### config.mk
export PLATFORM = sky130hd
export DESIGN_NAME = prnms_ctrl
export DESIGN_NICKNAME = d
export VERILOG_FILES = /design/src/sv/prnms_pkg.sv /design/src/sv/prnms_ctrl.sv
export SDC_FILE = /design/constraint.sdc
export NUM_CORES = 1
export LEC_CHECK = 0
export BUFFER_PORTS_ARGS = -buffer_cell sky130_fd_sc_hd__buf_4
export CORE_AREA = 5 5 42 44
export CTS_CLUSTER_DIAMETER = 200
export DETAILED_ROUTE_END_ITERATION = 7
export DIE_AREA = 0 0 47 49
export SYNTH_ARGS = -nofsm -noshare
export SYNTH_HDL_FRONTEND = slang
export SYNTH_SLANG_ARGS = --single-unit
### constraint.sdc
create_clock -name clk -period 1.7 [get_ports clk]
set_input_delay 0.17 -clock clk [delete_from_list [all_inputs] [get_ports clk]]
set_output_delay 0.17 -clock clk [all_outputs]
set_load 0.01 [all_outputs]
### src/sv/prnms_pkg.sv
// Shared types, constants and control structs for the point radius suppression block.
package prnms_pkg;

  // Default sizes handed to the top-level parameters.
  localparam int MAX_KEPT_DEF   = 256;
  localparam int COORD_BITS_DEF = 20;

  // Fixed field widths of the transaction payloads.
  localparam int FIELD_COORD_W = 20;
  localparam int TOTAL_W       = 9;
  localparam int DIST_W        = 16;
  localparam int R2_W          = 2 * DIST_W;

  localparam logic [DIST_W-1:0] MIN_DIST_RESET = 16'd32;

  // One input point.
  typedef struct packed {
    logic [FIELD_COORD_W-1:0] y_coord;
    logic [FIELD_COORD_W-1:0] x_coord;
    logic                     frame_start;
  } pt_t;

  // One result.
  typedef struct packed {
    logic               keep;
    logic [TOTAL_W-1:0] kept_total;
    logic               list_overflow;
  } res_t;

  // Commands from the controller to the datapath.
  typedef struct packed {
    logic load;
    logic issue;
    logic commit;
  } ctrl_cmd_t;

  // Status from the datapath to the controller.
  typedef struct packed {
    logic scan_done;
    logic pipe_busy;
    logic out_free;
  } ctrl_status_t;

endpackage

### src/sv/prnms_ctrl.sv
// Controller state machine: accepts a point, sequences the scan and commits the result.
module prnms_ctrl
  import prnms_pkg::*;
(
  input  logic         clk,
  input  logic         rst,
  input  logic         pt_valid,
  output logic         pt_stall,
  input  ctrl_status_t status,
  output ctrl_cmd_t    cmd
);

  localparam logic [1:0] ST_IDLE  = 2'd0;
  localparam logic [1:0] ST_SCAN  = 2'd1;
  localparam logic [1:0] ST_DRAIN = 2'd2;
  localparam logic [1:0] ST_DONE  = 2'd3;

  logic [1:0] state;
  logic [1:0] state_next;

  // Command decode from the current state.
  always_comb begin
    pt_stall   = (state != ST_IDLE);
    cmd.load   = (state == ST_IDLE) && pt_valid;
    cmd.issue  = (state == ST_SCAN) && !status.scan_done;
    cmd.commit = (state == ST_DONE) && status.out_free;
  end

  // Next-state logic.
  always_comb begin
    state_next = state;
    unique case (state)
      ST_IDLE: begin
        if (pt_valid) state_next = ST_SCAN;
      end
      ST_SCAN: begin
        if (status.scan_done) state_next = ST_DRAIN;
      end
      ST_DRAIN: begin
        if (!status.pipe_busy) state_next = ST_DONE;
      end
      ST_DONE: begin
        if (status.out_free) state_next = ST_IDLE;
      end
      default: begin
        state_next = ST_IDLE;
      end
    endcase
  end

  // State register.
  always_ff @(posedge clk) begin
    if (rst) begin
      state <= ST_IDLE;
    end else begin
      state <= state_next;
    end
  end

endmodule

### Word level (Yosys, flattened, before mapping)

Index checks and enable logic that the tools add are counted.

| storage, ports and cells | value |
|---|---|
| flip-flop bits (word level) | 2 |
| input port bits | 6 |
| output and inout port bits | 4 |
| word-level logic and storage cells | 20 |

| cells by class | value |
|---|---|
| eq/ne operators | 7 |
| muxes and demuxes | 5 |
| reduce and logical (&&, ||, !) cells | 7 |

Operators by type and width:

| operator | count |
|---|---|
| $mux W2 | 4 |
| $ne A2 B2 Y1 const B | 4 |
| $pmux W2 S4 | 1 |
| $eq A2 B2 Y1 const B | 2 |
| $reduce_and A4 Y1 | 1 |
| $logic_and A1 B1 Y1 | 3 |
| $eq A2 B1 Y1 const B | 1 |
| $logic_not A2 Y1 | 1 |
| $reduce_bool A2 Y1 | 1 |
| $logic_not A1 Y1 | 1 |

### Logic depth before layout (Yosys ltp)

Gate-level depths: netlist of run 1.

| depth | value |
|---|---|
| depth after elaboration | 3 |
| mapped depth | 5 |
| depth with buffers taken out | 5 |

### Worst setup path after synthesis of run 1

OpenSTA, ideal clock, no wires.

| path | value |
|---|---|
| kind | reg2reg |
| from | reg state[0] |
| to | reg state[0] |
| setup time | 0.072 ns |
| data arrival time | 1.246 ns |
| data required time | 1.628 ns |
| setup slack | 0.382 ns |
| stages on the path, launching flop included | 6 |
| path buffers | 0 |
| clock period less this slack | 1.318 ns |
| path through | dfxtp_1 > inv_1 > ha_1 > nor2b_4 > nor4b_4 > mux2i_1 |

| on the way | value |
|---|---|
| word-level cells in the longest chain between the ends | 3 |
| elaborated cells on any way between the ends | 10 |
| classes of those cells | eq/ne (7); mux (1); reduce/logical (2) |

Ends and longest elaborated chain:

| item | line | text |
|---|---|---|
| from (decl) | prnms_ctrl.sv:18 | `logic [1:0] state;` |
| from (signal assigned) | prnms_ctrl.sv:56 | `state <= state_next;` |
| $eq A2 B1 Y1 (tied with other cells) | prnms_ctrl.sv:32 | `unique case (state)` |
| $ne A2 B2 Y1 (no source line) | n/a |  |
| $reduce_and A4 Y1 (no source line) | n/a |  |

Several ways; a longest one is shown, not always the timed one.
A chain may end at the register's enable or synchronous reset.

### Worst setup path after layout of run 1

Same ends and word-level chain as after synthesis.

==> out/metrics.yaml, run 1 <==
status:
  status: "completed"
final_layout:
  final_area_sq_um: 337
  areaGrowthSynthToFinish_pct: 48.6
  largest-register: "state"
  fillers: 159
  reg_top3: "state x2"
  largest_reg_flops: 2
  antennaDiodeCount: 0
  nets: 46
  layout-drive-gt1-share: 0.500
grt:
  grt_pass1_wl_um: 662
  grt_max_degree: 5
  grt_pass1_vias: 175
  groute.usage.overall: 0.0443
  grt_antenna_before_repair: 0
  overflow: 0
routing:
  drt-pass1-iter-count: 2
  drt-total-wl_um: 421
  routed_via_density: 3.58
  drc: 0
  num_vias: 179
  drt_iter0_drc: 1
  ant_nets: 0
  wl_per_cell_um: 8.42
setup_path:
  worstSetupPathType: "reg2reg"
  crit_fanout: 4
  critPathRequiredTime_ns: 1.85
  crit_family: "simple AND/OR/NAND/NOR gates"
  r2r_cells: 5
  crit_buf_inv: 1
  cp.arrival_ns: 1.57
  worstReg2RegStart: "state[0]"
  start_kind: "flip-flop"
  critPathMaxStageDelay_ns: 0.37
  r2r_end: "state[0]"
  cpMaxStageDelayCell: "dfxtp_1"
  crit_chain: "inv_1, ha_1, nor2b_4, nor4b_4, mux2i_1"
  end_kind: "flip-flop"
  reg2reg_slack_ns: 0.29
timing:
  hold_viol_final: 0
  drv_slew: 0
  tns_ns: 0
  max_clock_freq_mhz: 707
  min_period_over_period: 0.831
  setup-violations-final: 0
  clock_skew_ns: 0.00305
  slew_headroom: 0.825
  period_minus_slack_ns: 1.41
  tightest_slew_ns: 0.261
  rsz0062_at_grt: "no"
  whs_ns: 0.240
logic_synthesis:
  syn_area_sq_um: 226
  synthCells: 22
  syn_nets: 32
  ys_ff_latch: 2
  yosysUniqueCellTypes: 12
  avgSynthCellArea_sq_um: 10.3
  synth_warnings: 0
  ys_seq_area_frac: 0.177
cts:
  cts_root_buf: "clkbuf_4"
  clock_latency_ns: 0.23
  cts_tree: "built"
  hold_buffers: 0
  clk_pin_slew_worst_paths_ns: 0.03
  numCtsBuffers: 3
  htreeDepth: 1
  cts_buffer_depth: 2
  cts_setup_buffers: 0
  cts.sinks: 2
  cts_resized: 0
placement:
  port_buffers: 9
  routabilityCongestion: 0.649
  placed_area_sq_um: 314
min_path:
  holdPathStages: 3
  hold-path-endpoint: "state[0]"
  min_path_type: "in2reg"
  worstHoldStart: "rst"
pwr:
  power_mw: 0.489
  pwr-share-clk: 0.218
  p_leak_nw: 0.178
  vdd_drop_max_v: 0.000481
  pwr-share-comb: 0.593
  power.density_nw_per_um2: 1450
  p_switching_mw: 0.171
  p_int_mw: 0.318
  swShare: 0.350
  power_frac_seq: 0.189
floorplanning:
  coreArea_sq_um: 1400
  io_pins: 10
  std_cell_rows: 14
  die_w_um: 47
  die_h_um: 49
  initial_core_util: 0.162
  dieArea_sq_um: 2300
job:
  drv_cap: 0
worst min-delay path, delay by kind of cell:
kind,cells,cell delay [ns]
buffers and inverters,1,0.09
multiplexers,1,0.06
AND/OR/NAND/NOR,1,0.09
through the flow:
stage	util	setup WS, ns	cells
2_1_floorplan	-	0.382	22
3_3_place_gp	0.224	0.281	47
3_5_place_dp	0.224	0.271	47
4_1_cts	0.240	0.266	50
5_1_grt	0.240	0.154	50
6_report	0.240	0.287	50
logic make-up after synthesis:
logic type,count (synthesis),synth area share
AO/OA/AOI/OAI,1,0.0332
adder cells (fa/ha/maj),4,0.221
buffers and inverters,3,0.0497
flip-flops,2,0.177
multiplexers,2,0.0884
AND/OR/NAND/NOR,10,0.431
cell usage in the layout, fill, tap and decap left out:
cell,Yosys,layout
dfxtp_1,2,2
mux2i_1,2,2
and2b_4,1,1
nor2b_4,2,2
and2_1,1,1
nand2_1,1,1
nand2b_1,3,3
buf_4,0,9
clkbuf_4,0,3
and2_2,1,1
nor4b_4,1,1
ha_1,4,4
inv_1,3,3
o21bai_1,1,1
routing by layer:
metal  global-route usage  wire length [um]
met4               0.0276                 0
met5                    0                 0
met2               0.0452               150
met3               0.0554                86
met1               0.0481               185
cell usage after synthesis, drive strengths merged:
| library cell | count | area share |
|---|---|---|
| nor2b | 2 | 0.12 |
| nor4b | 1 | 0.10 |
| mux2i | 2 | 0.088 |
| and2 | 2 | 0.061 |
| o21bai | 1 | 0.033 |
| inv | 3 | 0.050 |
| nand2b | 3 | 0.083 |
| and2b | 1 | 0.044 |
| dfxtp | 2 | 0.18 |
| ha | 4 | 0.22 |
| nand2 | 1 | 0.017 |
worst max path at each step:
stage	from	to	slack, ns	cells past startpoint
2_1_floorplan	state[0]	state[0]	0.38	5
3_3_place_gp	state[1]	state[0]	0.28	5
6_report	state[0]	state[0]	0.29	5
5_1_grt	state[1]	state[0]	0.15	5
4_1_cts	state[0]	state[0]	0.27	5
3_5_place_dp	state[1]	state[0]	0.27	5
cell type report:
class | count | area [sq um] | share of cell area
well taps | 16 | 20.0 | 0.0595
multi-input cells | 17 | 175 | 0.520
flip-flops and latches | 2 | 40.0 | 0.119
clock buffers | 3 | 22.5 | 0.0669
repair buffers | 9 | 67.6 | 0.201
inverters | 3 | 11.3 | 0.0335
power groups by stage:
stage	logic (mW)	registers [mW]	clock network, mW
finish	0.290	0.0923	0.106
global route	0.324	0.0971	0.122
CTS	0.298	0.0925	0.115
detailed placement	0.297	0.0931	0
global placement	0.296	0.0915	0
floorplan	0.211	0.0872	0
Power figures use the tool's default switching activity.
==> run 2: changes to the inputs <==
- clock period: 1.7 -> 1.3 ns (I/O delays scaled with it)
==> out/metrics.yaml, run 2 (synthesis gave the netlist of run 1 again) <==
grt:
  grt_max_degree: 5  # unchanged
  grt_pass1_vias: 202  # +15%
  overflow: 0  # unchanged
  grt_antenna_before_repair: 0  # unchanged
  grt_util_met1: 0.0393  # -0.00884
  grt_pass1_wl_um: 710  # +7.3%
  grt-busiest-layer: "met2"
  use_met3: 0.0258  # -0.0295
  use_met2: 0.0679  # +0.0226
  groute.usage.overall: 0.0471  # +0.00278
routing:
  ant_nets: 0  # unchanged
  num_vias: 186  # +3.9%
  routed_via_density: 3.51  # -2.0%
  drc: 0  # unchanged
  drt_iter0_drc: 0  # -1
  wl_per_cell_um: 7.68  # -8.8%
  drt-total-wl_um: 407  # -3.3%
  drt-pass1-iter-count: 1  # -1
floorplanning:
  die_h_um: 49  # unchanged
  dieArea_sq_um: 2300  # unchanged
  initial_core_util: 0.162  # unchanged
  io_pins: 10  # unchanged
  std_cell_rows: 14  # unchanged
  die_w_um: 47  # unchanged
  coreArea_sq_um: 1400  # unchanged
final_layout:
  multi_input_area_sq_um: 194  # +11%
  final_common_cell: "buf_4"
  nets: 49  # +6.5%
  final_cell_mix: "buf_4, nand2b_1, clkbuf_4"
  fillers: 163  # +2.5%
  layout-drive-gt1-share: 0.730  # +0.230
  seq_area_sq_um: 42.5  # +6.2%
  reg_top3: "state x2"
  largest_reg_flops: 2  # unchanged
  antennaDiodeCount: 0  # unchanged
  largest-register: "state"
  areaGrowthSynthToFinish_pct: 69.6
status:
  status: "complete, but fails checks"
  violations: "setup timing"
timing:
  hold_viol_final: 0  # unchanged
  rsz0062_at_grt: "yes"
  whs_ns: 0.197  # -0.0425 ns
  slew_headroom: 0.819  # -0.00673
  tightest_slew_ns: 0.271  # +0.0101 ns
  setup-violations-final: 1  # +1
  min_period_over_period: 1.00  # +0.172
  drv_slew: 0  # unchanged
  clock_skew_ns: 0.00118  # -0.00188 ns
  layout_setup_ws_ns: -0.00423  # -0.291 ns
  max_clock_freq_mhz: 767  # +8.4%
  period_minus_slack_ns: 1.30  # -0.109 ns
setup_path:
  end_kind: "flip-flop"
  crit_fanout: 3  # -1
  cp.arrival_ns: 1.44  # -0.13 ns
  crit_family: "simple AND/OR/NAND/NOR gates"
  critPathMaxStageDelay_ns: 0.33  # -0.04 ns
  start_kind: "flip-flop"
  crit_buf_inv: 0  # -1
  worstSetupPathType: "reg2reg"
  critPathRequiredTime_ns: 1.44  # -0.41 ns
  cpMaxStageDelayCell: "nor4b_4"
  crit_chain: "ha_2, and2b_4, nor4b_4, mux2i_1"
pwr:
  power_frac_seq: 0.169  # -0.020
  vdd_drop_max_v: 0.000605  # +26%
  pwr-share-comb: 0.651  # +0.058
  p_leak_nw: 0.193  # +8.7%
  p_int_mw: 0.501  # +58%
  power.density_nw_per_um2: 1960  # +35%
  p_switching_mw: 0.251  # +46%
  power_mw: 0.752  # +54%
  pwr-share-clk: 0.179  # -0.039
  swShare: 0.334  # -0.0168
placement:
  dpl.hpwl_um: 349
  routabilityCongestion: 0.648  # -0.22%
  port_buffers: 9  # unchanged
cts:
  hold_buffers: 0  # unchanged
  cts_root_buf: "clkbuf_4"
  cts_setup_buffers: 0  # unchanged
  cts_tree: "built"
  clock_latency_ns: 0.22  # about the same
  cts_buffer_depth: 2  # unchanged
  cts.sinks: 2  # unchanged
  clk_pin_slew_worst_paths_ns: 0.03  # about the same
  htreeDepth: 1  # unchanged
  numCtsBuffers: 3  # unchanged
job:
  drv_cap: 0  # unchanged
min_path:
  min_path_type: "in2reg"
==> run 2: changes by cell type in the layout (fill, tap and decap cells not counted), sizes merged <==
cell	change
buf	+3
==> run 2: path summary, 6_finish.rpt <==
path                            startpoint        to  slack (ns)  depth (start not counted)
worst max-delay path              state[1]  state[0]      -0.004                          4
worst max register to register    state[1]  state[0]      -0.004                          4
worst min register to register    state[0]  state[0]        0.51                          2
worst min-delay path                   rst  state[1]        0.20                          3
==> run 2: timing repair <==
| action | 4_1_cts | 5_1_grt |
|---|---|---|
| resized for setup | 10 | 0 |
| pin swaps | 2 | 0 |
| endpoints found under the setup margin | 5 | 4 |
==> run 2: power by group through the flow <==
stage | logic, mW | registers (mW) | clock network (mW)
global route | 0.533 | 0.132 | 0.147
floorplan | 0.273 | 0.114 | 0
global placement | 0.450 | 0.114 | 0
CTS | 0.503 | 0.128 | 0.147
detailed placement | 0.451 | 0.116 | 0
finish | 0.490 | 0.127 | 0.135
==> run 2: area by class of cell <==
type,instances,area share
tap,16,0.0521
timing repair buffer,12,0.244
inverter,3,0.0293
multi-input combinational,17,0.505
clock buffer,3,0.0586
sequential,2,0.111
==> run 2: through the flow <==
step           utilization  std cells  setup slack (ns)   TNS, ns  area (sq um)
4_1_cts              0.274         53           -0.0331   -0.0463           384
3_5_place_dp         0.240         50           -0.0827    -0.147           337
6_report             0.274         53          -0.00423  -0.00423           384
5_1_grt              0.274         53           -0.0868    -0.174           384
3_3_place_gp         0.240         50           -0.0623    -0.111           337
2_1_floorplan            -         22            0.0161         0           226
==> run 2: layer usage <==
metal,vias up,routed length (um),share of wire
met1,82,125,0.31
met2,5,230,0.57
li1,99,-,-
met3,0,51,0.13
met4,0,0,0
met5,-,0,0
==> run 2: worst min-delay path, stage by stage <==
cell and delay, ns:
buf_4 0.09, nand2b_1 0.09, mux2i_1 0.06
==> run 3: changes to the inputs <==
- ABC_AREA: unset -> 1
==> out/metrics.yaml, run 3 <==
setup_path:
  end_kind: "primary output"
  start_kind: "flip-flop"
  reg2reg_slack_ns: 0.16  # +0.16 ns
  crit_fanout: 4  # +1
  cp.arrival_ns: 1.07  # -0.37 ns
  worstSetupPathType: "reg2out"
  startpoint: "state[1]"
  worstReg2RegStart: "state[0]"
  critPathRequiredTime_ns: 1.17  # -0.27 ns
floorplanning:
  io_pins: 10  # unchanged
  die_w_um: 47  # unchanged
  dieArea_sq_um: 2300  # unchanged
  initial_core_util: 0.158  # -0.00357
  die_h_um: 49  # unchanged
  coreArea_sq_um: 1400  # unchanged
  std_cell_rows: 14  # unchanged
cts:
  clock_latency_ns: 0.23  # about the same
  cts_tree: "built"
  cts_setup_buffers: 0  # unchanged
  htreeDepth: 1  # unchanged
  hold_buffers: 0  # unchanged
  clk_pin_slew_worst_paths_ns: 0.03  # about the same
  cts.sinks: 2  # unchanged
  numCtsBuffers: 3  # unchanged
  cts_root_buf: "clkbuf_4"
  cts_resized: 0  # -10
  cts_buffer_depth: 2  # unchanged
timing:
  tightest_slew_ns: 0.113  # -0.158 ns
  hold_viol_final: 0  # unchanged
  rsz0062_at_grt: "no"
  clock_skew_ns: 0.00603  # +0.00486 ns
  max_clock_freq_mhz: 830  # +8.2%
  min_period_over_period: 0.927  # -0.0763
  drv_slew: 0  # unchanged
  whs_ns: 0.152  # -0.0451 ns
  setup-violations-final: 0  # -1
  period_minus_slack_ns: 1.20  # -0.0992 ns
  tns_ns: 0  # +0.00423 ns
  slew_headroom: 0.925  # +0.106
min_path:
  min_path_type: "in2reg"
  worstHoldStart: "rst"
routing:
  drt_iter0_drc: 1  # +1
  wl_per_cell_um: 7.05  # -8.2%
  drt-total-wl_um: 444  # +9.1%
  num_vias: 206  # +11%
  routed_via_density: 3.27  # -6.8%
  drc: 0  # unchanged
  drt-pass1-iter-count: 2  # +1
  ant_nets: 0  # unchanged
grt:
  overflow: 0  # unchanged
  grt_pass1_vias: 200  # -0.99%
  grt_antenna_before_repair: 0  # unchanged
  grt_max_degree: 5  # unchanged
  groute.usage.overall: 0.0457  # -0.00141
  grt_pass1_wl_um: 690  # -2.8%
pwr:
  power.density_nw_per_um2: 1850  # -5.7%
  pwr-share-clk: 0.228  # +0.049
  p_switching_mw: 0.260  # +3.9%
  power_frac_seq: 0.190  # +0.021
  p_int_mw: 0.361  # -28%
  swShare: 0.419  # +0.0856
  pwr-share-comb: 0.582  # -0.069
  vdd_drop_max_v: 0.000500  # -17%
  p_leak_nw: 0.215  # +11%
logic_synthesis:
  synth_warnings: 0  # unchanged
  yosys.area.top_type: "ha_1"
  synth_edf_count: 0  # unchanged
  synth_common_cells: "inv_1, nand2_1, ha_1, nand2_2, nor2_1"
  synth_area_leaders: "ha_1, inv_1, dfxtp_1"
  ys_seq_area_frac: 0.181  # +0.00400
  synth.top_cell.area_share: 0.226  # +0.00499
  synthCells: 35  # +59%
  async_flop_share: 0  # unchanged
  synth_flop_cell: "dfxtp_1"
  yosysMostFrequentCell: "inv_1"
  syn_nets: 45  # +41%
  syn_area_sq_um: 221  # -2.2%
  ys_ff_latch: 2  # unchanged
  yosysUniqueCellTypes: 8  # -4
  avgSynthCellArea_sq_um: 6.33  # -39%
placement:
  port_buffers: 9  # unchanged
  routabilityCongestion: 0.650  # +0.36%
  dpl.hpwl_um: 360  # +3.2%
final_layout:
  layout-drive-gt1-share: 0.468  # -0.262
  largest-register: "state"
  final_cell_mix: "inv_1, buf_4, nand2_1"
  final_common_cell: "inv_1"
  areaGrowthSynthToFinish_pct: 52.0
  nets: 59  # +20%
  largest_reg_flops: 2  # unchanged
  antennaDiodeCount: 0  # unchanged
  reg_top3: "state x2"
job:
  drv_cap: 0  # unchanged
status:
  status: "completed"
==> run 3: cell families (layout without fill, tap and decap cells) <==
| family | count (synthesis) | after routing | synth area share |
|---|---|---|---|
| AND/OR/NAND/NOR | 18 | 18 | 0.407 |
| buffers and inverters | 11 | 23 | 0.186 |
| adder cells (fa/ha/maj) | 4 | 4 | 0.226 |
| flip-flops | 2 | 2 | 0.181 |
==> run 3: per-stage QoR <==
| step | cell area (sq um) | power [mW] | utilization | cells | worst slack, ns |
|---|---|---|---|---|---|
| finish | 337 | 0.621 | 0.240 | 63 | 0.0950 |
| global route | 337 | 0.697 | 0.240 | 63 | 0.0233 |
| CTS | 332 | 0.634 | 0.237 | 63 | 0.00513 |
| detailed placement | 309 | 0.477 | 0.221 | 60 | 0.0745 |
| global placement | 309 | 0.469 | 0.221 | 60 | 0.116 |
| floorplan | 221 | 0.366 | - | 35 | 0.177 |
==> run 3: final cells by class <==
class	count	area (sq um)
tap	16	20.0
timing repair buffer	9	67.6
inverter	11	41.3
sequential	2	42.5
fill	171	1060
multi-input combinational	22	143
clock buffer	3	22.5
==> run 3: path summary, 6_finish.rpt <==
kind | end | depth (start not counted)
worst min register to register | state[1] | 2
worst max-delay path | cmd[1] | 5
worst max register to register | state[0] | 8
worst min-delay path | state[1] | 4
==> run 3: power by group through the flow <==
| stage | clock network [mW] | registers, mW | logic (mW) |
|---|---|---|---|
| after detailed placement | 0 | 0.115 | 0.362 |
| after global routing | 0.157 | 0.126 | 0.414 |
| after CTS | 0.155 | 0.114 | 0.365 |
| after floorplan | 0 | 0.108 | 0.258 |
| final | 0.142 | 0.118 | 0.361 |
| after global placement | 0 | 0.111 | 0.358 |
==> run 3: per-layer routing <==
| layer | global-route usage | vias to the layer above | part of all wire |
|---|---|---|---|
| met5 | 0 | - | 0 |
| met3 | 0.0221 | 0 | 0.086 |
| met2 | 0.0679 | 6 | 0.52 |
| li1 | - | 119 | - |
| met1 | 0.0371 | 81 | 0.39 |
| met4 | 0.0553 | 0 | 0 |
==> run 3: critical path, cell delays in order, from the launching register on <==
cell,delay (ns)
dfxtp_2,0.34
inv_1,0.06
ha_1,0.19
nand2_2,0.08
inv_1,0.04
buf_4,0.13
